File: src/design/msps_pkg.sv
// Package for the m-sequence product shift search block.
// Field widths, codes, defaults and the controller state type; no dependencies.
`timescale 1ns / 1ps

package msps_pkg;

    localparam int MAX_ORDER_DEF = 10;
    localparam int ORDER_W       = 4;
    localparam int STATE_W       = 10;
    localparam int IDX_W         = 10;
    localparam int SHIFT_W       = 11;

    localparam logic [ORDER_W-1:0] ORDER_RESET = 4'd10;

    // item mode codes
    localparam logic MODE_LOAD  = 1'b0;
    localparam logic MODE_QUERY = 1'b1;

    // controller states
    typedef enum logic [2:0] {
        ST_CLEAR,
        ST_IDLE,
        ST_RD_A,
        ST_RD_B,
        ST_SCAN,
        ST_LAST,
        ST_DONE
    } ctrl_state_t;

endpackage

File: src/design/msps_shift_wrap.sv
// Shift wrap unit: adds (len - 1) once to a negative shift and range checks it.
// Depends on msps_pkg.
`timescale 1ns / 1ps

module msps_shift_wrap
    import msps_pkg::*;
#(
    parameter int MAX_ORDER = MAX_ORDER_DEF
) (
    input  logic signed [SHIFT_W-1:0] shift,
    input  logic [MAX_ORDER:0]        len,
    output logic [MAX_ORDER-1:0]      pos,
    output logic                      bad
);

    localparam int SW = (MAX_ORDER + 2 > SHIFT_W + 1) ? MAX_ORDER + 2 : SHIFT_W + 1;

    logic signed [SW-1:0] shift_ext;
    logic signed [SW-1:0] len_ext;
    logic signed [SW-1:0] wrapped;

    assign shift_ext = SW'(shift);
    assign len_ext   = signed'(SW'(len));

    // single wrap, then range check against the table size
    always_comb
    begin
        if (shift_ext < 0)
        begin
            wrapped = shift_ext + len_ext - SW'(1);
        end
        else
        begin
            wrapped = shift_ext;
        end
    end

    assign bad = (wrapped < 0) || (wrapped >= len_ext);
    assign pos = wrapped[MAX_ORDER-1:0];

endmodule

File: config.mk
export PLATFORM = sky130hd
export DESIGN_NAME = msps_shift_wrap
export DESIGN_NICKNAME = d
export VERILOG_FILES = /design/src/design/msps_pkg.sv /design/src/design/msps_shift_wrap.sv
export SDC_FILE = /design/constraint.sdc
export NUM_CORES = 1
export LEC_CHECK = 0
export ABC_AREA = 1
export BUFFER_PORTS_ARGS = -buffer_cell sky130_fd_sc_hd__buf_2
export CAP_MARGIN = 20
export CORE_ASPECT_RATIO = 0.6
export CORE_UTILIZATION = 45
export DETAILED_ROUTE_END_ITERATION = 7
export PLACE_DENSITY_LB_ADDON = 0.1
export SETUP_SLACK_MARGIN = 0.15
export SYNTH_ARGS = -nofsm -noshare
export SYNTH_HDL_FRONTEND = slang
export SYNTH_SLANG_ARGS = --single-unit
File: constraint.sdc
create_clock -name vclk -period 5.5
set_input_delay 0.825 -clock vclk [all_inputs]
set_output_delay 0.825 -clock vclk [all_outputs]
set_load 0.05 [all_outputs]
==> summary.txt <==
status -> completed
count of cell types in the netlist -> 22
power per cell area -> 163 nW/um^2
M1 wire length -> 1570 um
clock share of power -> 0%
Critical Path Source Type -> input pin
aggregate global routing overflow -> 0
initial core utilization -> 47.5%
die span in y -> 41.8 um
register area -> 0 um^2
clk_buf instances -> 0
commonest cells in the netlist -> inv_1, nand2_1, ha_1
Via-to-Cell Ratio -> 4.59
layout net count -> 296
max-slew violations -> 0
Yosys top cell area share -> 33.6%
XOR/XNOR share of the synthesized area -> 0%
Top cell by count, worst path -> nand2_1
Synth Net Count -> 263
Mapped Cells -> 208
dominant cell type by area after synthesis -> ha_1
CP Buf/Inv Count -> 7
area growth from synthesis to layout -> 15.7%
Int Power -> 0.0751 mW
Critical Path RT -> 4.68 ns
Simple-Gate Fraction of Synth Area -> 31.0%
Hold-fix buffers, CTS -> 0
Period minus WS final -> 4.41 ns
Critical Path End Type -> primary output
vias -> 1243
WL final -> 2630 um
drt initial violations -> 77
Core Rows -> 14
fmax -> 0.227 GHz
net switching power -> 0.149 mW
sequential share of power -> 0%
critical-path cell list -> buf_2, inv_1, ha_1, inv_1, ha_1, inv_1, fa_1, inv_1, nand2_1, nand2_1, nand2_1, nand3_1, o21ai_0, ha_1, nand2_1, inv_1, nor2_1, o21a_1, nand2_1, nand2_1, nand2_1, nand2_1, nand3_1, buf_2
max incr delay on CP -> 0.39 ns
DRC viols -> 0
synth top area cells -> ha_1, inv_1, nand2_1
critical path arrival -> 3.59 ns
n_diodes -> 0
RSZ-0062 raised after global routing -> false
Setup Fix Bufs, Post-CTS -> 0
Max-slew headroom -> 75.2%
Min-Delay Path Class -> in2out
all-layer global routing usage -> 21.4%
Comb power frac -> 100.0%
CP max-delay cell -> fa_1
post-CTS sizing -> 0
wire length on met2 -> 868 um
TNS Setup -> 0 ns
multiplexer area fraction after synthesis -> 0%
register area share after synthesis -> 0%
DR WL met3 -> 189 um
largest net degree at the start of global routing -> 19
crit-path max FO -> 4
Compound-Gate Fraction of Synth Area -> 12.8%
VDD IR max -> 80.7 uV
Switching Fraction -> 66.5%
Post-Syn Area -> 1190 um^2
Ports -> 33
vias in the first global route -> 1119
worst-margin pin slew -> 0.373 ns
Die Wd -> 68.4 um
Ys Warns -> 0
cell with the most instances after synthesis -> inv_1
CP top delay family -> adder cells
post-synthesis adder-cell area fraction -> 35.3%
DRT antenna net count -> 0
Fin. Hold Viols -> 0
layout cells sized above 1 -> 16.3%
Total Power -> 0.224 mW
IO Port Bufs -> 33
Synth Area per Inst -> 5.72 um^2
Placer Congestion -> 0.815
WL/cell -> 9.71 um
WS Path Type -> in2out
first-pass GRT wire length -> 4780 um
Seq cells -> 0
Core Box Area -> 2500 um^2
final count of negative-setup-slack endpoints -> 0
die footprint -> 2860 um^2
Detailed Place HPWL -> 2360 um
Lkg Pwr -> 0.934 nW
top sig layer -> met3
initial antenna violation count -> 0
main combinational cell family by area after synthesis -> adder cells
Final period util -> 80.2%
Max Cap Viol -> 0
DRT Pass-1 Iters -> 4
-- layout by cell type (no fill, tap or decap), types with 2 or more instances in the layout --
cell type  count
inv_1         60
nand2_1       51
buf_2         33
ha_1          32
nor2_1        16
nand3_1       13
a21oi_1        9
o21ai_0        7
nand2_2        2
nand4_1        2
a21o_1         2
o21ai_1        2
o22ai_1        2
-- metrics by stage --
stage	hold slack, ns	setup slack, ns	std cells	util [%]	area (um^2)
final	2.09	1.09	271	54.9	1380
after global routing	2.11	0.801	271	54.9	1380
after CTS	2.09	1.12	271	54.9	1380
after detailed placement	2.09	1.14	271	54.9	1380
after global placement	2.09	1.16	271	54.9	1380
after floorplan	1.90	0.470	208	-	1190
-- area by class of cell --
cell class         instances  area [um^2]
inverters                 61          229
repair buffers            33          165
well taps                 32         40.0
fillers                  267         1130
multi-input cells        145          942
-- power groups by stage --
stage	Clock [mW]	Sequential [mW]	Combinational [mW]
2_1_floorplan	0	0	0.175
3_3_place_gp	0	0	0.225
3_5_place_dp	0	0	0.223
4_1_cts	0	0	0.224
5_1_grt	0	0	0.257
6_report	0	0	0.224
-- final timing paths --
| path | endpoint | slack [ns] | start | cells past startpoint |
|---|---|---|---|---|
| worst max-delay path | bad | 1.09 | shift[1] | 24 |
| worst min-delay path | pos[6] | 2.09 | shift[6] | 4 |
-- cells by family (layout without fill, tap and decap cells) --
family          Yosys count  after routing
compound gates           26             26
fa+ha+maj                33             33
buf+inv                  63             94
simple gates             86             86
-- per-layer routing --
| layer | vias to the layer above | GRT usage (%) |
|---|---|---|
| li1 | 705 | - |
| met3 | 0 | 0.824 |
| met2 | 36 | 28.2 |
| met5 | - | 0 |
| met1 | 502 | 38.1 |
| met4 | 0 | 0 |
No activity file was read; power rests on OpenSTA's default activity.
